**config.mk**
```make
export PLATFORM = sky130hd
export DESIGN_NAME = sfd_decode
export DESIGN_NICKNAME = d
export VERILOG_FILES = /design/src/rtl/core/sfd_pkg.sv /design/src/rtl/core/sfd_decode.sv
export SDC_FILE = /design/constraint.sdc
export NUM_CORES = 1
export LEC_CHECK = 0
export BUFFER_PORTS_ARGS = -buffer_cell sky130_fd_sc_hd__buf_2
export CELL_PAD_IN_SITES_DETAIL_PLACEMENT = 0
export CELL_PAD_IN_SITES_GLOBAL_PLACEMENT = 1
export CORE_AREA = 2 2 92 94
export DETAILED_ROUTE_END_ITERATION = 7
export DIE_AREA = 0 0 94 96
export GPL_ROUTABILITY_DRIVEN = 0
export GPL_TIMING_DRIVEN = 0
export PLACE_DENSITY = 0.87
export SLEW_MARGIN = 20
export SYNTH_ARGS = -nofsm -noshare
export SYNTH_HDL_FRONTEND = slang
export SYNTH_SLANG_ARGS = --single-unit
```
**constraint.sdc**
```tcl
create_clock -name vclk -period 6.7
set_clock_uncertainty 0.1 [all_clocks]
set_input_delay 0.67 -clock vclk [all_inputs]
set_output_delay 0.67 -clock vclk [all_outputs]
set_load 0.005 [all_outputs]
```
**src/rtl/core/sfd_pkg.sv**
```systemverilog
// Package for the scaled field decoder: widths, request/response types, stage records.
package sfd_pkg;

    // Fixed field widths
    localparam int FIELD_W        = 32;
    localparam int LEN_W          = 6;
    localparam int SCALE_W        = 31;
    localparam int IVAL_W         = FIELD_W + 1;
    localparam int VALUE_W        = 64;
    localparam int MODE_W         = 4;
    localparam int SIDX_W         = $clog2(FIELD_W);
    localparam int MAX_FIELD_BITS = 32;

    // Highest permitted representation kind
    localparam logic [MODE_W-1:0] MODE_LAST_VALID = MODE_W'(10);

    // One request item
    typedef struct packed {
        logic [FIELD_W-1:0]        field_bits;
        logic [LEN_W-1:0]          bit_length;
        logic                      is_signed;
        logic [SCALE_W-1:0]        scale_factor;
        logic                      range_enabled;
        logic                      min_inclusive;
        logic                      max_inclusive;
        logic signed [VALUE_W-1:0] range_min;
        logic signed [VALUE_W-1:0] range_max;
        logic [MODE_W-1:0]         value_mode;
    } req_t;

    // One response item
    typedef struct packed {
        logic signed [IVAL_W-1:0]  integer_value;
        logic signed [VALUE_W-1:0] decoded_value;
        logic                      out_of_range;
        logic                      bad_mode;
    } rsp_t;

    // Range check settings carried down the pipe
    typedef struct packed {
        logic                      enabled;
        logic                      min_inclusive;
        logic                      max_inclusive;
        logic signed [VALUE_W-1:0] range_min;
        logic signed [VALUE_W-1:0] range_max;
    } range_t;

    // Field decoder result
    typedef struct packed {
        logic signed [IVAL_W-1:0] ival;
        logic                     bad_mode;
    } dec_t;

    // Stage 1: decoded integer
    typedef struct packed {
        logic signed [IVAL_W-1:0] ival;
        logic [SCALE_W-1:0]       scale;
        range_t                   rng;
        logic                     bad_mode;
    } s1_t;

    // Stage 2: scaled product
    typedef struct packed {
        logic signed [IVAL_W-1:0]  ival;
        logic signed [VALUE_W-1:0] prod;
        range_t                    rng;
        logic                      bad_mode;
    } s2_t;

endpackage

```
**src/rtl/core/sfd_decode.sv**
```systemverilog
// Field decoder: length clamp, spare-bit masking, sign extension and mode check.
module sfd_decode
    import sfd_pkg::*;
(
    input  req_t req,
    output dec_t dec
);

    logic [LEN_W-1:0]  len;
    logic [SIDX_W-1:0] sidx;
    logic              neg;

    // Clamp the length into 1..MAX_FIELD_BITS
    always_comb
    begin
        priority if (req.bit_length == '0)
        begin
            len = LEN_W'(1);
        end
        else if (req.bit_length > LEN_W'(MAX_FIELD_BITS))
        begin
            len = LEN_W'(MAX_FIELD_BITS);
        end
        else
        begin
            len = req.bit_length;
        end
    end

    // Sign bit sits at the top of the field
    assign sidx = SIDX_W'(len - LEN_W'(1));
    assign neg  = req.is_signed & req.field_bits[sidx];

    // Keep bits below the length, fill the rest with the sign; flag modes above the last kind
    always_comb
    begin
        for (int i = 0; i < FIELD_W; i++)
        begin
            if (LEN_W'(i) < len)
            begin
                dec.ival[i] = req.field_bits[i];
            end
            else
            begin
                dec.ival[i] = neg;
            end
        end
        dec.ival[IVAL_W-1] = neg;
        dec.bad_mode       = (req.value_mode > MODE_LAST_VALID);
    end

endmodule

```
==> results of run 1 <==
## cells in the final DEF (no fill, tap or decap), types with 2 or more instances in the layout
| cell | instances |
|---|---|
| sky130_fd_sc_hd__buf_2 | 78 |
| sky130_fd_sc_hd__nor2_1 | 41 |
| sky130_fd_sc_hd__a31oi_1 | 33 |
| sky130_fd_sc_hd__a21oi_1 | 15 |
| sky130_fd_sc_hd__buf_6 | 7 |
| sky130_fd_sc_hd__clkbuf_1 | 7 |
| sky130_fd_sc_hd__nor2b_1 | 6 |
| sky130_fd_sc_hd__o21ai_0 | 6 |
| sky130_fd_sc_hd__mux2i_1 | 5 |
| sky130_fd_sc_hd__mux4_2 | 4 |
| sky130_fd_sc_hd__nand2_1 | 4 |
| sky130_fd_sc_hd__inv_1 | 3 |
| sky130_fd_sc_hd__or2_2 | 3 |
| sky130_fd_sc_hd__mux2_2 | 3 |
| sky130_fd_sc_hd__a31oi_2 | 3 |
| sky130_fd_sc_hd__ha_1 | 3 |
| sky130_fd_sc_hd__o21a_1 | 2 |
| sky130_fd_sc_hd__nand2b_1 | 2 |
| sky130_fd_sc_hd__o31ai_1 | 2 |
| sky130_fd_sc_hd__a21o_1 | 2 |
| sky130_fd_sc_hd__or3_1 | 2 |
## per-layer routing
metal  up-vias  track usage (%)
li1        803                -
met4         0            0.604
met5         -                0
met1       719             15.0
met2        79             19.6
met3         2             1.64
## worst min-delay path by stage
stage / slack (ns) / depth (start not counted) / to
5_1_grt: 1.58 / 3 / dec[0]
3_3_place_gp: 1.54 / 3 / dec[0]
4_1_cts: 1.55 / 3 / dec[0]
3_5_place_dp: 1.55 / 3 / dec[0]
2_1_floorplan: 1.36 / 1 / dec[0]
6_report: 1.53 / 3 / dec[0]
## tightest hold or removal path: stages
cell,delay (ns)
sky130_fd_sc_hd__buf_2,0.07
sky130_fd_sc_hd__nor2b_1,0.11
sky130_fd_sc_hd__buf_2,0.11
## per-stage QoR
stage	utilization [%]	area (um^2)	total power [mW]	hold slack, ns
final	20.8	1680	0.148	1.53
after global placement	20.8	1680	0.147	1.54
after floorplan	-	1170	0.0902	1.36
after global routing	20.8	1680	0.164	1.58
after CTS	20.8	1680	0.149	1.55
after detailed placement	20.8	1680	0.148	1.55
## synthesized netlist by cell type, types with 3 or more instances
cell	n	area, um^2
sky130_fd_sc_hd__nor2_1	41	154
sky130_fd_sc_hd__buf_2	3	15.0
sky130_fd_sc_hd__inv_1	3	11.3
sky130_fd_sc_hd__buf_6	7	78.8
sky130_fd_sc_hd__nand2_1	4	15.0
sky130_fd_sc_hd__o21ai_0	6	30.0
sky130_fd_sc_hd__clkbuf_1	7	26.3
sky130_fd_sc_hd__a31oi_1	33	206
sky130_fd_sc_hd__a21oi_1	15	75.1
sky130_fd_sc_hd__mux2i_1	5	50.1
sky130_fd_sc_hd__mux2_2	3	33.8
sky130_fd_sc_hd__mux4_2	4	90.1
sky130_fd_sc_hd__nor2b_1	6	37.5
sky130_fd_sc_hd__or2_2	3	18.8
sky130_fd_sc_hd__a31oi_2	3	37.5
sky130_fd_sc_hd__ha_1	3	37.5
## cells by family after synthesis
| group | share of synthesized area (%) |
|---|---|
| AOI/OAI and AO/OA | 40.6 |
| and+or+nand+nor | 25.9 |
| buffers and inverters | 12.5 |
| muxes | 17.1 |
| adders and majority gates | 3.21 |
| xor gates and xnor gates | 0.748 |
## final cells by class
cell class	count	area, um^2	area share (%)
Inverter	4	15.0	0.895
Buffer	19	131	7.83
Tap cell	105	131	7.83
Timing Repair Buffer	75	375	22.4
Multi-Input combinational cell	150	1020	61.1
## power by group through the flow
stage	logic [mW]	registers [mW]	clock network (mW)
floorplan	0.0902	0	0
global placement	0.147	0	0
detailed placement	0.148	0	0
CTS	0.149	0	0
global route	0.164	0	0
finish	0.148	0	0
==> impl_metrics.json, run 1 <==
{
  "synth_fp_nets": 381,
  "global_route.overflow_total": 0,
  "crit_start_category": "input port",
  "num-fill-cells": 931,
  "wl_met2_um": 2490,
  "crit_required_ns": 5.93,
  "die_area_um2": 9020,
  "routedLengthMet1_um": 2260,
  "power.internal_mw": 0.0683,
  "max-vdd-ir-drop_v": 0.0000242,
  "fin_nets": 458,
  "worst_path_max_delay_cell": "sky130_fd_sc_hd__xnor2_1",
  "diodes": 0,
  "hold_path.startpoint": "req[3]",
  "fp.dieH_um": 96,
  "net-switching-power_mw": 0.0800,
  "worst-path-max-fanout": 10,
  "top_cell_family_by_delay_on_the_critical_path": "buffers and inverters",
  "share_of_post_route_cells_with_drive_strength_above_1_pct": 41.9,
  "critPathMaxStageDelay_ns": 0.63,
  "initial_cell_density_of_the_core_pct": 14.5,
  "finalCritPeriodShare_pct": 69.8,
  "synth.yosys.warnings": 0,
  "syn_area_per_cell_um2": 6.77,
  "slew-limit-headroom_pct": 49.7,
  "synth.distinct_cells": 38,
  "top_signal_layer_used": "met4",
  "routed_vias": 1603,
  "setup-violations-final": 0,
  "dr.first_iter.drc_count": 106,
  "num_io_pins": 239,
  "ff_latch_area_um2": 0,
  "drtAntennaViolNets": 0,
  "placeableCoreArea_um2": 8050,
  "global_route_wire_length_before_repair_um": 7890,
  "post_cts_buffers": 0,
  "totalWireLength_um": 5260,
  "power.share.clock_pct": 0,
  "placementRows": 33,
  "drt_pre_antenna_iters": 4,
  "timing_worst_setup_path_type": "input port to output port",
  "worstPathArrival_ns": 3.91,
  "cts_repair_resize_count": 0,
  "switching_part_of_the_total_pct": 53.9,
  "fin_cells": 353,
  "path_buf_inv": 6,
  "timing.final.crit_period_ns": 4.68,
  "startpoint": "req[168]",
  "finalHoldViolations": 0,
  "vias_per_cell": 4.54,
  "p_comb_share_pct": 100.0,
  "dieWidth_um": 94,
  "detail_route.drc_violations": 0,
  "crit_end": "dec[33]",
  "max_cap_viol_count": 0,
  "endpoint_kind": "output port",
  "crit_cells": 14,
  "detail_routed_net_length_per_standard_cell_um": 14.9,
  "synth_seq_area_share_pct": 0,
  "grt.total_usage_pct": 11.1,
  "achievable-frequency_mhz": 214,
  "grt_pass1_vias": 1502,
  "synthesis.instances": 173,
  "maximum_number_of_pins_on_one_net_before_global_route_repair": 11,
  "dr_wl_met3_um": 484,
  "worst-slew-pin-transition_ns": 0.750,
  "total_leakage_power_nw": 0.732,
  "clock_buffer_count": 0,
  "run_status": "finished, final reports clean",
  "antenna_found_initial": 0,
  "report.final.slew_viol_count": 0,
  "design.seq.count": 0,
  "synth_area_um2": 1170,
  "crit_chain": "buf_2, nor4_2, o21a_1, buf_6, inv_2, ha_1, xnor2_1, mux4_2, mux2_2, o2111ai_4, buf_6, nand2_1, buf_4, buf_2",
  "pwr_density_cell_nw_per_um2": 88.4,
  "cts_hold_buffers": 0,
  "grt_setup_unrepaired": "no",
  "placement.setup.worst_slack_ns": 2.01,
  "power.sequential.fraction_pct": 0,
  "fin_setup_tns_ns": 0,
  "timing.final.ws_setup_ns": 2.02,
  "place.detailed.instances": 353,
  "io_buffers": 75,
  "syn_to_layout_area_delta_pct": 43.3,
  "hold_path.class": "input port to output port",
  "dpl.hpwl_um": 4460
}
(Power assumes the default switching activity.)
==> run 2, diff against run 1 <==
--- a/config.mk
+++ b/config.mk
@@ -5,15 +5,15 @@
 export SDC_FILE = /design/constraint.sdc
 export NUM_CORES = 1
 export LEC_CHECK = 0
+export ABC_AREA = 1
 export BUFFER_PORTS_ARGS = -buffer_cell sky130_fd_sc_hd__buf_2
 export CELL_PAD_IN_SITES_DETAIL_PLACEMENT = 0
 export CELL_PAD_IN_SITES_GLOBAL_PLACEMENT = 1
-export CORE_AREA = 2 2 92 94
+export CORE_UTILIZATION = 17
 export DETAILED_ROUTE_END_ITERATION = 7
-export DIE_AREA = 0 0 94 96
 export GPL_ROUTABILITY_DRIVEN = 0
 export GPL_TIMING_DRIVEN = 0
-export PLACE_DENSITY = 0.87
+export PLACE_DENSITY = 0.82
 export SLEW_MARGIN = 20
 export SYNTH_ARGS = -nofsm -noshare
 export SYNTH_HDL_FRONTEND = slang
==> constraint.sdc (replaced) <==
create_clock -name vclk -period 4.5
set_clock_uncertainty 0.1 [all_clocks]
set_input_delay 0.45 -clock vclk [all_inputs]
set_output_delay 0.45 -clock vclk [all_outputs]
set_load 0.005 [all_outputs]
==> impl_metrics.json, run 2 <==
{
  "die_area_um2": 9780,
  "crit_start_category": "input port",
  "vias_per_cell": 4.45,
  "worst-path-max-fanout": 10,
  "syn_area_per_cell_um2": 5.70,
  "dieWidth_um": 98.9,
  "total_leakage_power_nw": 1.19,
  "synth.largest_area_cell": "sky130_fd_sc_hd__nand3_2",
  "fp.dieH_um": 98.9,
  "netlist.area_leader.share_pct": 21.3,
  "ff_latch_area_um2": 0,
  "max-vdd-ir-drop_v": 0.0000527,
  "timing.final.ws_setup_ns": 0.813,
  "fin_setup_tns_ns": 0,
  "slew-limit-headroom_pct": 64.5,
  "netlist_top_cells_area": "sky130_fd_sc_hd__nand3_2 21%, sky130_fd_sc_hd__nand2_1 21%, sky130_fd_sc_hd__nand3_1 15%, sky130_fd_sc_hd__inv_1 8.2%, sky130_fd_sc_hd__o21ai_0 4.4%",
  "grt.total_usage_pct": 12.6,
  "timing.final.crit_period_ns": 3.69,
  "drt_pre_antenna_iters": 5,
  "synth_cell_count_leaders": "89 x sky130_fd_sc_hd__nand2_1, 48 x sky130_fd_sc_hd__nand3_1, 35 x sky130_fd_sc_hd__inv_1",
  "synth.distinct_cells": 27,
  "finalCritPeriodShare_pct": 81.9,
  "syn_to_layout_area_delta_pct": 32.0,
  "commonest_non_fill_non_tap_cell_in_the_layout": "sky130_fd_sc_hd__nand2_1",
  "hold_path.startpoint": "req[3]",
  "dr.first_iter.drc_count": 148,
  "design.seq.count": 0,
  "totalWireLength_um": 6240,
  "num_io_pins": 239,
  "max_cap_viol_count": 0,
  "highest_count_cells_in_the_layout_ignoring_fill_and_taps": "89 x sky130_fd_sc_hd__nand2_1, 79 x sky130_fd_sc_hd__buf_2, 48 x sky130_fd_sc_hd__nand3_1",
  "placeableCoreArea_um2": 8890,
  "multi_input_area_um2": 1300,
  "clock_buffer_count": 0,
  "fin_nets": 565,
  "dpl.hpwl_um": 5250,
  "hold_path.class": "input port to output port",
  "startpoint": "req[169]",
  "fin_hold_ws_ns": 1.08,
  "synth_seq_area_share_pct": 0,
  "synth_area_um2": 1600,
  "cts_repair_resize_count": 0,
  "power.total_mw": 0.315,
  "io_buffers": 75,
  "share_of_post_route_cells_with_drive_strength_above_1_pct": 40.0,
  "crit_required_ns": 3.95,
  "placement.setup.worst_slack_ns": 0.907,
  "endpoint_kind": "output port",
  "synth_fp_nets": 488,
  "diodes": 0,
  "report.final.slew_viol_count": 0,
  "grt_setup_unrepaired": "no",
  "achievable-frequency_mhz": 271,
  "pwr_density_cell_nw_per_um2": 149,
  "setup-violations-final": 0,
  "grt_pass1_vias": 2012,
  "drtAntennaViolNets": 0,
  "finalHoldViolations": 0,
  "maximum_number_of_pins_on_one_net_before_global_route_repair": 11,
  "synthesis.instances": 280,
  "cts_hold_buffers": 0,
  "timing_worst_setup_path_type": "input port to output port",
  "global_route_wire_length_before_repair_um": 9940,
  "worst-slew-pin-transition_ns": 0.528,
  "global_route.overflow_total": 0,
  "synthMostInstantiatedCell": "sky130_fd_sc_hd__nand2_1",
  "routed_vias": 2061,
  "initial_cell_density_of_the_core_pct": 17.9,
  "post_cts_buffers": 0,
  "detail_route.drc_violations": 0,
  "placementRows": 34,
  "run_status": "finished, final reports clean",
  "num-fill-cells": 1031,
  "detail_routed_net_length_per_standard_cell_um": 13.5,
  "antenna_found_initial": 0,
  "worstPathArrival_ns": 3.14,
  "synth.yosys.warnings": 0
}
==> run 2: cell count changes after synthesis, sizes merged, moves of 6 or more <==
cell,change
clkbuf,-6
nor2b,-6
a21oi,-6
nand2,+91
o21ai,+8
nor2,-25
inv,+36
nand3,+83
a31oi,-36
==> run 2: worst max-delay path, cell delays in order <==
cell	delay [ns]
sky130_fd_sc_hd__buf_2	0.14
sky130_fd_sc_hd__nor2_2	0.18
sky130_fd_sc_hd__nand3_4	0.18
sky130_fd_sc_hd__nand2_8	0.17
sky130_fd_sc_hd__buf_12	0.14
sky130_fd_sc_hd__inv_1	0.06
sky130_fd_sc_hd__ha_1	0.23
sky130_fd_sc_hd__xnor2_1	0.47
sky130_fd_sc_hd__inv_1	0.23
sky130_fd_sc_hd__nand3_1	0.17
sky130_fd_sc_hd__nand3_2	0.10
sky130_fd_sc_hd__nand3b_4	0.11
sky130_fd_sc_hd__nand2_4	0.10
sky130_fd_sc_hd__buf_12	0.17
sky130_fd_sc_hd__nand3_2	0.07
sky130_fd_sc_hd__nand2_1	0.06
sky130_fd_sc_hd__buf_2	0.12
==> run 2: final cells by class <==
cell class | instances | area share (%)
Multi-Input combinational cell | 226 | 61.9
Inverter | 40 | 7.25
Tap cell | 108 | 6.42
Buffer | 14 | 6.65
Timing Repair Buffer | 75 | 17.8
==> run 2: layer usage <==
metal  share of wire, %  up-vias  GRT usage, %
met5                  0        -             0
met4                1.2        0          2.64
met3                4.3        6         0.780
met2                 51       68          23.7
met1                 43      930          15.6
li1                   -     1057             -
==> run 2: kinds of logic after synthesis <==
logic type / count (synthesis) / synth area share [%]
fa+ha+maj: 3 / 2.35
xor+xnor: 3 / 2.12
buf+inv: 54 / 18.4
compound gates: 24 / 7.69
simple gates: 196 / 69.5
==> run 2: worst paths after layout <==
kind,endpoint,slack (ns),cells past startpoint
setup / recovery,dec[32],0.81,17
hold / removal,dec[0],1.08,4
==> run 2: per-stage QoR <==
step	util, %	std cells	cell area [um^2]
2_1_floorplan	-	280	1600
3_3_place_gp	23.7	463	2110
3_5_place_dp	23.7	463	2110
4_1_cts	23.7	463	2110
5_1_grt	23.7	463	2110
6_report	23.7	463	2110
==> run 2: where the power goes <==
group | total [mW] | leakage (nW) | switching [mW] | internal (mW)
logic | 0.315 | 1.19 | 0.185 | 0.129
registers | 0 | 0 | 0 | 0
clock network | 0 | 0 | 0 | 0
